### config.mk
export PLATFORM = sky130hd
export DESIGN_NAME = fpst_walk
export DESIGN_NICKNAME = d
export VERILOG_FILES = /design/src/rtl/fpst_pkg.sv /design/src/rtl/fpst_walk.sv
export SDC_FILE = /design/constraint.sdc
export NUM_CORES = 1
export LEC_CHECK = 0
export ABC_AREA = 1
export BUFFER_PORTS_ARGS = -buffer_cell sky130_fd_sc_hd__clkbuf_2
export CAP_MARGIN = 30
export CORE_MARGIN = 10
export CORE_UTILIZATION = 58
export CTS_CLUSTER_SIZE = 24
export DETAILED_ROUTE_END_ITERATION = 7
export HOLD_SLACK_MARGIN = 0.05
export PLACE_DENSITY = 0.82
export SLEW_MARGIN = 20
export SYNTH_ARGS = -nofsm -noshare
export SYNTH_HDL_FRONTEND = slang
export SYNTH_SLANG_ARGS = --single-unit
### constraint.sdc
create_clock -name i_clk -period 4.23 [get_ports i_clk]
set_input_delay 0.846 -clock i_clk [delete_from_list [all_inputs] [get_ports i_clk]]
set_output_delay 0.846 -clock i_clk [all_outputs]
set_load 0.005 [all_outputs]
### src/rtl/fpst_pkg.sv
// Shared types and constants for the Fenwick prefix-sum table.
// Depends on nothing; used by every module of the block.
package fpst_pkg;

    localparam int POS_W             = 11;
    localparam int DATA_W            = 32;
    // Update walk can step past the limit by up to one lowbit: 2*2047 fits 12 bits.
    localparam int WALK_W            = POS_W + 1;
    localparam int DEF_MAX_POSITIONS = 1024;
    localparam int APB_AW            = 3;

    localparam logic [POS_W-1:0] SIZE_RESET = 11'd1024;

    localparam logic REG_SIZE_IN_USE = 1'b0;

    localparam logic OP_UPDATE = 1'b0;
    localparam logic OP_QUERY  = 1'b1;

    localparam logic STATUS_OK    = 1'b0;
    localparam logic STATUS_RANGE = 1'b1;

    typedef struct packed {
        logic                     operation;
        logic [POS_W-1:0]         position;
        logic signed [DATA_W-1:0] delta;
    } t_in_item;

    typedef struct packed {
        logic signed [DATA_W-1:0] prefix_sum;
        logic                     status;
    } t_out_item;

    typedef struct packed {
        logic              en;
        logic [DATA_W-1:0] data;
    } t_wr_ctl;

endpackage

### src/rtl/fpst_walk.sv
// Walk sequencer: clearing pass, range checks, update/query tree walks and
// the result register. Drives the node RAM. Depends on fpst_pkg.
module fpst_walk #(
    parameter int MAX_POSITIONS = fpst_pkg::DEF_MAX_POSITIONS
) (
    input  logic                             i_clk,
    input  logic                             i_rst_n,
    input  logic [fpst_pkg::POS_W-1:0]       i_limit,
    input  logic                             i_in_valid,
    output logic                             o_in_ready,
    input  fpst_pkg::t_in_item               i_in_item,
    output logic                             o_out_valid,
    input  logic                             i_out_ready,
    output fpst_pkg::t_out_item              o_out_item,
    output fpst_pkg::t_wr_ctl                o_wr,
    output logic [$clog2(MAX_POSITIONS)-1:0] o_wr_addr,
    output logic                             o_rd_en,
    output logic [$clog2(MAX_POSITIONS)-1:0] o_rd_addr,
    input  logic [fpst_pkg::DATA_W-1:0]      i_rd_data
);

    localparam int AW     = $clog2(MAX_POSITIONS);
    localparam int WALK_W = fpst_pkg::WALK_W;
    localparam int POS_W  = fpst_pkg::POS_W;
    localparam int DATA_W = fpst_pkg::DATA_W;
    localparam logic [AW-1:0] LAST_ADDR = AW'(MAX_POSITIONS - 1);

    typedef enum logic [3:0] {
        S_CLEAR = 4'b0001,
        S_IDLE  = 4'b0010,
        S_WALK  = 4'b0100,
        S_DONE  = 4'b1000
    } t_state;

    t_state              r_state, n_state;
    logic [AW-1:0]       r_clr_addr;
    logic                r_op;
    logic [WALK_W-1:0]   r_x;
    logic [DATA_W-1:0]   r_delta;
    logic [POS_W-1:0]    r_limit;
    logic [DATA_W-1:0]   r_sum;
    logic                r_err;
    logic                r_out_valid;
    fpst_pkg::t_out_item r_out_item;

    logic              in_fire;
    logic              in_bad;
    logic              in_walk;
    logic [WALK_W-1:0] in_pos;
    logic [WALK_W-1:0] in_pos_m1;
    logic [WALK_W-1:0] x_low;
    logic [WALK_W-1:0] x_up;
    logic [WALK_W-1:0] x_dn;
    logic [WALK_W-1:0] x_next;
    logic [WALK_W-1:0] x_m1;
    logic [WALK_W-1:0] x_next_m1;
    logic              walk_more;
    logic              out_load;

    assign o_in_ready = (r_state == S_IDLE);
    assign in_fire    = i_in_valid && o_in_ready;
    assign in_pos     = {1'b0, i_in_item.position};
    assign in_pos_m1  = in_pos - WALK_W'(1);

    always_comb begin
        if (i_in_item.operation == fpst_pkg::OP_UPDATE) begin
            in_bad = (i_in_item.position == '0) || (i_in_item.position > i_limit);
        end else begin
            in_bad = (i_in_item.position > i_limit);
        end
    end
    assign in_walk = !in_bad && (i_in_item.position != '0);

    // lowbit step; up for update, down for query
    assign x_low     = r_x & (~r_x + WALK_W'(1));
    assign x_up      = r_x + x_low;
    assign x_dn      = r_x - x_low;
    assign x_next    = (r_op == fpst_pkg::OP_UPDATE) ? x_up : x_dn;
    assign x_m1      = r_x - WALK_W'(1);
    assign x_next_m1 = x_next - WALK_W'(1);
    assign walk_more = (r_op == fpst_pkg::OP_UPDATE) ? (x_up <= {1'b0, r_limit})
                                                     : (x_dn != '0);

    // next node is read while the current one is written; addresses never match
    assign o_rd_en   = (in_fire && in_walk) || ((r_state == S_WALK) && walk_more);
    assign o_rd_addr = (r_state == S_WALK) ? AW'(x_next_m1) : AW'(in_pos_m1);

    always_comb begin
        o_wr.en   = 1'b0;
        o_wr.data = '0;
        o_wr_addr = r_clr_addr;
        if (r_state == S_CLEAR) begin
            o_wr.en = 1'b1;
        end else if ((r_state == S_WALK) && (r_op == fpst_pkg::OP_UPDATE)) begin
            o_wr.en   = 1'b1;
            o_wr.data = i_rd_data + r_delta;
            o_wr_addr = AW'(x_m1);
        end
    end

    assign out_load = (r_state == S_DONE) && (!r_out_valid || i_out_ready);

    always_comb begin
        n_state = r_state;
        unique case (r_state)
            S_CLEAR: if (r_clr_addr == LAST_ADDR) n_state = S_IDLE;
            S_IDLE:  if (in_fire) n_state = in_walk ? S_WALK : S_DONE;
            S_WALK:  if (!walk_more) n_state = S_DONE;
            S_DONE:  if (out_load) n_state = S_IDLE;
            default: n_state = S_CLEAR;
        endcase
    end

    always_ff @(posedge i_clk) begin
        if (!i_rst_n) begin
            r_state     <= S_CLEAR;
            r_clr_addr  <= '0;
            r_out_valid <= 1'b0;
        end else begin
            r_state <= n_state;
            if (r_state == S_CLEAR) begin
                r_clr_addr <= r_clr_addr + AW'(1);
            end
            if (out_load) begin
                r_out_valid <= 1'b1;
            end else if (i_out_ready) begin
                r_out_valid <= 1'b0;
            end
        end
    end

    always_ff @(posedge i_clk) begin
        if (in_fire) begin
            r_op    <= i_in_item.operation;
            r_delta <= i_in_item.delta;
            r_limit <= i_limit;
            r_x     <= in_pos;
            r_sum   <= '0;
            r_err   <= in_bad;
        end else if (r_state == S_WALK) begin
            r_x <= x_next;
            if (r_op == fpst_pkg::OP_QUERY) begin
                r_sum <= r_sum + i_rd_data;
            end
        end
        if (out_load) begin
            r_out_item.prefix_sum <= r_sum;
            r_out_item.status     <= r_err ? fpst_pkg::STATUS_RANGE : fpst_pkg::STATUS_OK;
        end
    end

    assign o_out_valid = r_out_valid;
    assign o_out_item  = r_out_item;

endmodule

==> impl_metrics.env, run 1 <==
export IMPL_gr_usage_all_layers_pct=27.2
export IMPL_ant_nets=0
export IMPL_grt_max_degree=48
export IMPL_fin_worst_skew_ns=0.0118
export IMPL_syn_nets=1591
export IMPL_drt_iter0_markers=1190
export IMPL_r2r_slack_ns=1.06
export IMPL_place_area_mm2=0.0117
export IMPL_synth_most_common_cell="nand2_1"
export IMPL_slew_headroom_pct=48.8
export IMPL_hold_viol=0
export IMPL_maxCapViolCount=0
export IMPL_status="completed"
export IMPL_min_period_ns=4.20
export IMPL_die_w_um=155
export IMPL_drt_wl_total_um=34100
export IMPL_drive_gt1_share_pct=20.6
export IMPL_p_leak_nw=6.01
export IMPL_tightest_slew_ns=0.761
export IMPL_vias=10762
export IMPL_avgSynthCellArea_um2=7.46
export IMPL_synth_seq_area_share_pct=34.6
export IMPL_switchingPower_mw=1.31
export IMPL_numCtsBuffers=17
export IMPL_synth_mux_area_share_pct=0
export IMPL_ios=180
export IMPL_die_h_um=155
export IMPL_cts_max_level=4
export IMPL_cp_max_fo=5
export IMPL_cp_start_kind="flop"
export IMPL_core_area_mm2=0.0179
export IMPL_numClockSinks=137
export IMPL_power_frac_comb_pct=24.1
export IMPL_grt_pass1_vias=9986
export IMPL_yosys_top_cells_area="edfxtp_1 25%, ha_1 11%, nand2_1 10%, dfxtp_1 9.2%, inv_1 6.5%"
export IMPL_total_power_mw=4.04
export IMPL_min_path_cells=0
export IMPL_endpoint_kind="output pin"
export IMPL_synth_area_leader_cell="edfxtp_1"
export IMPL_nNetsFinal=1795
export IMPL_wl_per_cell_um=18.4
export IMPL_rows=49
export IMPL_synth_cell_types=55
export IMPL_synth_top_family_by_area="simple AND/OR/NAND/NOR gates"
export IMPL_die_area_mm2=0.0239
export IMPL_avgViaCountPerCell=5.81
export IMPL_path_clk_slew_ns=0.06
export IMPL_powerDensity_mw_per_mm2=321
export IMPL_synthAdderAreaFrac_pct=11.2
export IMPL_start_util_pct=58.6
export IMPL_dpl_hpwl_um=26700
export IMPL_arrival_ns=3.35
export IMPL_antenna_found_initial=0
export IMPL_synth_main_ff_cell="edfxtp_1"
export IMPL_ys_ff_latch=137
export IMPL_fmax_ghz=0.238
export IMPL_cts_path_max_buffers=2
export IMPL_rr_worst_depth=29
export IMPL_grt_overflow=0
export IMPL_r2r_end="r_state[1]$_SDFFE_PN0P_"
export IMPL_drc=0
export IMPL_netlist_top_cells_count="285 x nand2_1, 182 x inv_1, 134 x nor2_1"
export IMPL_synth_compound_area_share_pct=18.0
export IMPL_finalSetupTns_ns=0
export IMPL_slew_violations=0
export IMPL_syn_instance_count=1407
export IMPL_clock_root_buffer="clkbuf_16"
export IMPL_synthXorXnorAreaFrac_pct=3.09
export IMPL_io_buffers=179
export IMPL_synthSimpleGateAreaFrac_pct=25.1
export IMPL_grt_pass1_wl_um=52600
export IMPL_clockPowerShare_pct=36.6
export IMPL_synth_edf_count=89
export IMPL_crit_type="reg -> out"
export IMPL_cts_tree="yes"
export IMPL_r2r_start="r_x[0]$_DFFE_PP_"
export IMPL_p_sw_share_pct=32.4
export IMPL_clock_latency_ns=0.43
export IMPL_max_vdd_ir_drop_uv=358
export IMPL_hp_start="r_err$_DFFE_PP_"
export IMPL_place_congestion=0.987
export IMPL_min_period_over_period_pct=99.3
export IMPL_syn2layout_area_growth_pct=20.1
export IMPL_setup_violations=0
export IMPL_hold_path_class="reg -> reg"
export IMPL_seqPwrFrac_pct=39.3
export IMPL_rsz0062_at_grt="yes"
export IMPL_synth_top_cell_area_share_pct=25.5
export IMPL_antennaDiodeCount=0
export IMPL_p_int_mw=2.73
export IMPL_required_ns=3.38
export IMPL_final_area_mm2=0.0126
export IMPL_syn_area_mm2=0.0105
export IMPL_holdPathEnd="o_out_item[0]$_DFFE_PP_"
export IMPL_yosysWarnings=0
export IMPL_async_flop_share_pct=0
export IMPL_firstDrtPassIters=6
[worst max path at each step]
stage | start | end | cells after the start
2_1_floorplan | r_x[0]$_DFFE_PP_ | o_rd_en | 23
3_3_place_gp | i_rd_data[0] | o_wr[24] | 12
3_5_place_dp | i_rd_data[0] | o_wr[24] | 12
4_1_cts | r_x[0]$_DFFE_PP_ | o_rd_en | 25
5_1_grt | r_x[0]$_DFFE_PP_ | o_rd_en | 26
6_report | r_x[0]$_DFFE_PP_ | o_rd_en | 26
[cell families after synthesis]
| kind of cell | Yosys count |
|---|---|
| buf+inv | 218 |
| flops | 137 |
| compound gates | 334 |
| fa+ha+maj | 93 |
| xor+xnor | 37 |
| simple gates | 588 |
[routing by layer]
layer / GRT usage (%) / up-vias / wire, µm
li1: - / 5215 / -
met1: 37.9 / 4925 / 15000
met2: 40.8 / 555 / 14900
met3: 6.66 / 67 / 3400
met4: 7.78 / 0 / 772
met5: 0 / - / 0
[placed cells by master (no fill, tap or decap), types with 5 or more instances in the layout]
cell type,count
nor2_1,129
a21oi_1,123
inv_2,18
nor2_4,8
a31oi_1,7
nand4_1,25
ha_4,5
edfxtp_1,89
nand2_2,21
nand2_1,270
nand3_1,64
inv_1,177
clkbuf_2,178
o21ai_1,9
a21o_1,6
nand2_4,5
buf_4,25
nor3_1,22
a21boi_0,5
clkbuf_16,18
xnor2_1,19
nor2_2,9
nand3_2,8
o211ai_1,8
ha_1,85
o21ai_0,118
nor4_1,7
xor2_1,18
dfxtp_1,48
o21bai_1,29
[final cells by class]
class | count | area (µm²)
fillers | 1515 | 5300
inverters | 195 | 732
well taps | 229 | 287
repair buffers | 208 | 1140
clock buffers | 20 | 458
clock inverters | 12 | 113
multi-input cells | 1052 | 6250
flip-flops and latches | 137 | 3630
[power groups by stage]
stage                     clock network (mW)  registers (mW)  logic, mW
final                                   1.48            1.59      0.974
after global routing                    1.54            1.60       1.09
after CTS                               1.49            1.59      0.936
after detailed placement                   0            1.62      0.923
after global placement                     0            1.61      0.905
after floorplan                            0            1.60      0.634
[state kept, by name (all words and copies together) (netlist names)]
| name | count |
|---|---|
| o_out_item | 33 |
| r_x | 12 |
| r_limit | 11 |
| r_err | 1 |
| r_op | 1 |
| o_out_valid | 1 |
| r_sum | 32 |
| r_delta | 32 |
| r_clr_addr | 10 |
| r_state | 4 |
[what timing repair did]
action,in CTS,in global routing
buffers inserted,5,10
setup endpoints to repair,1,2
pin swaps,0,15
hold buffers,0,0
gates resized for setup,10,48
cloned,0,0
[critical path, stage by stage (launching register included)]
cell	delay, ns
edfxtp_1	0.42
buf_6	0.14
buf_4	0.15
ha_4	0.17
inv_2	0.10
nand2_4	0.07
nand2_2	0.07
nand3_1	0.09
nand2_2	0.10
inv_2	0.04
nand2_1	0.08
nand3_1	0.07
nand2_1	0.08
and2_4	0.15
ha_4	0.19
nand2_2	0.08
nor2_1	0.05
nor2_1	0.08
nand2_1	0.06
nand2_1	0.06
nand2_1	0.05
nand2_1	0.07
nand2_2	0.05
a21oi_2	0.14
nand3_2	0.13
o211ai_2	0.10
buf_2	0.14
[per-stage QoR]
step	cells	setup WS, ns	util (%)	hold WS, ns
floorplan	1407	0.419	-	0.400
global placement	1805	0.206	65.3	0.408
detailed placement	1806	0.182	65.4	0.421
CTS	1843	0.00744	68.9	0.432
global route	1853	-0.154	70.4	0.447
finish	1853	0.0296	70.4	0.435
No activity file was read; power rests on OpenSTA's default activity.
==> run 2: changes to the inputs <==
--- a/config.mk
+++ b/config.mk
@@ -8,7 +8,7 @@
 export ABC_AREA = 1
 export BUFFER_PORTS_ARGS = -buffer_cell sky130_fd_sc_hd__clkbuf_2
 export CAP_MARGIN = 30
-export CORE_MARGIN = 10
+export CORE_MARGIN = 2
 export CORE_UTILIZATION = 58
 export CTS_CLUSTER_SIZE = 24
 export DETAILED_ROUTE_END_ITERATION = 7
==> impl_metrics.env, run 2 (same netlist as run 1, synthesis figures left out) <==
export IMPL_switchingPower_mw=1.31
export IMPL_p_int_mw=2.86
export IMPL_max_vdd_ir_drop_uv=317
export IMPL_min_period_over_period_pct=99.9
export IMPL_slew_violations=0
export IMPL_powerDensity_mw_per_mm2=328
export IMPL_multi_input_area_mm2=0.00626
export IMPL_total_power_mw=4.17
export IMPL_vias=10869
export IMPL_cp_max_fo=4
export IMPL_grt_pass1_vias=9944
export IMPL_cpPeakStageDelay_ns=0.43
export IMPL_hold_path_class="reg -> reg"
export IMPL_hold_viol=0
export IMPL_clock_latency_ns=0.43
export IMPL_antenna_found_initial=2
export IMPL_largest_register_ff_count=33
export IMPL_fin_util_pct=71.3
export IMPL_slowest_stage="edfxtp_1"
export IMPL_drt_wl_total_um=32700
export IMPL_dpl_hpwl_um=25000
export IMPL_min_period_ns=4.23
export IMPL_clockPowerShare_pct=38.3
export IMPL_p_leak_nw=6.06
export IMPL_ios=180
export IMPL_die_h_um=139
export IMPL_p_sw_share_pct=31.5
export IMPL_arrival_ns=3.38
export IMPL_firstDrtPassIters=6
export IMPL_crit_type="reg -> out"
export IMPL_maxCapViolCount=0
export IMPL_required_ns=3.38
export IMPL_syn2layout_area_growth_pct=21.2
export IMPL_fillers=1456
export IMPL_cpMostUsedCell="nand2_2"
export IMPL_gr_usage_all_layers_pct=32.9
export IMPL_io_buffers=179
export IMPL_finalSetupTns_ns=0
export IMPL_ant_nets=0
export IMPL_status="completed"
export IMPL_endpoint_kind="output pin"
export IMPL_final_seq_area_mm2=0.00363
export IMPL_drt_iter0_markers=1069
export IMPL_rsz0062_at_grt="yes"
export IMPL_power_frac_comb_pct=23.6
export IMPL_avgViaCountPerCell=5.85
export IMPL_die_w_um=139
export IMPL_fmax_ghz=0.237
export IMPL_wl_per_cell_um=17.6
export IMPL_numClockSinks=137
export IMPL_drive_gt1_share_pct=21.3
export IMPL_cts_path_max_buffers=2
export IMPL_seqPwrFrac_pct=38.1
export IMPL_cp_start_kind="flop"
export IMPL_setup_violations=0
export IMPL_grt_max_degree=35
export IMPL_grt_overflow=0
export IMPL_die_area_mm2=0.0192
export IMPL_numCtsBuffers=17
export IMPL_crit_buf_inv=5
export IMPL_critical_path_top_delay_family="simple AND/OR/NAND/NOR gates"
export IMPL_mostFrequentLayoutCell="nand2_1"
export IMPL_cts_max_level=4
export IMPL_grt_pass1_wl_um=50500
export IMPL_final_cell_mix="266 x nand2_1, 178 x clkbuf_2, 177 x inv_1"
export IMPL_nNetsFinal=1799
export IMPL_clock_root_buffer="clkbuf_16"
export IMPL_fin_worst_skew_ns=0.00904
export IMPL_path_clk_slew_ns=0.06
export IMPL_tightest_slew_ns=0.761
export IMPL_cts_tree="yes"
export IMPL_start_util_pct=58.8
export IMPL_drc=0
export IMPL_core_area_mm2=0.0178
export IMPL_slew_headroom_pct=48.6
export IMPL_place_congestion=0.989
export IMPL_rows=49
==> run 2: cell count changes in the layout (fill, tap and decap cells not counted), sizes merged <==
cell | before | now
buf | 30 | 34
diode | 0 | 1
inv | 199 | 197
bufinv | 1 | 3
==> run 2: repair_timing <==
| action | in CTS | in global routing |
|---|---|---|
| resized for setup | 18 | 47 |
| hold buffers | 0 | 0 |
| setup buffers | 3 | 16 |
| pin swaps | 3 | 25 |
| setup endpoints to repair | 1 | 7 |
==> run 2: path summary, 6_finish.rpt <==
kind	slack [ns]	cells after the start	to	start
worst max-delay path	0.003	26	o_rd_en	r_x[0]$_DFFE_PP_
worst min-delay path	0.44	0	o_out_item[0]$_DFFE_PP_	r_err$_DFFE_PP_
worst max register to register	0.92	30	r_state[3]$_SDFFE_PN0P_	r_x[0]$_DFFE_PP_
worst min register to register	0.44	0	o_out_item[0]$_DFFE_PP_	r_err$_DFFE_PP_
==> run 2: layout make-up <==
cell class,count,share of cell area [%]
Clock buffer,20,3.60
Antenna cell,1,0.0197
Timing Repair Buffer,212,9.21
Multi-Input combinational cell,1052,49.2
Tap cell,229,2.25
Clock inverter,12,1.30
Inverter,195,5.80
Sequential cell,137,28.6
==> run 2: layer usage <==
layer  part of all wire (%)  vias up  global-route usage [%]
li1                       -     5214                       -
met2                     43      621                    49.0
met1                     44     4948                    47.5
met5                      0        -                       0
met4                    3.5        0                    12.1
met3                    9.9       86                    6.82
==> run 2: stage by stage <==
step,cell area (µm²),setup WS (ns),instances,hold WS [ns]
3_5_place_dp,11700,0.127,1805,0.432
3_3_place_gp,11700,0.280,1805,0.403
2_1_floorplan,10500,0.419,1407,0.400
5_1_grt,12700,-0.187,1858,0.446
6_report,12700,0.00294,1858,0.440
4_1_cts,12400,0.0000802,1840,0.439
==> run 2: power groups by stage <==
stage | clock network [mW] | registers (mW) | logic, mW
floorplan | 0 | 1.60 | 0.634
global placement | 0 | 1.61 | 0.898
detailed placement | 0 | 1.62 | 0.916
CTS | 1.60 | 1.59 | 0.931
global route | 1.66 | 1.60 | 1.09
finish | 1.60 | 1.59 | 0.983
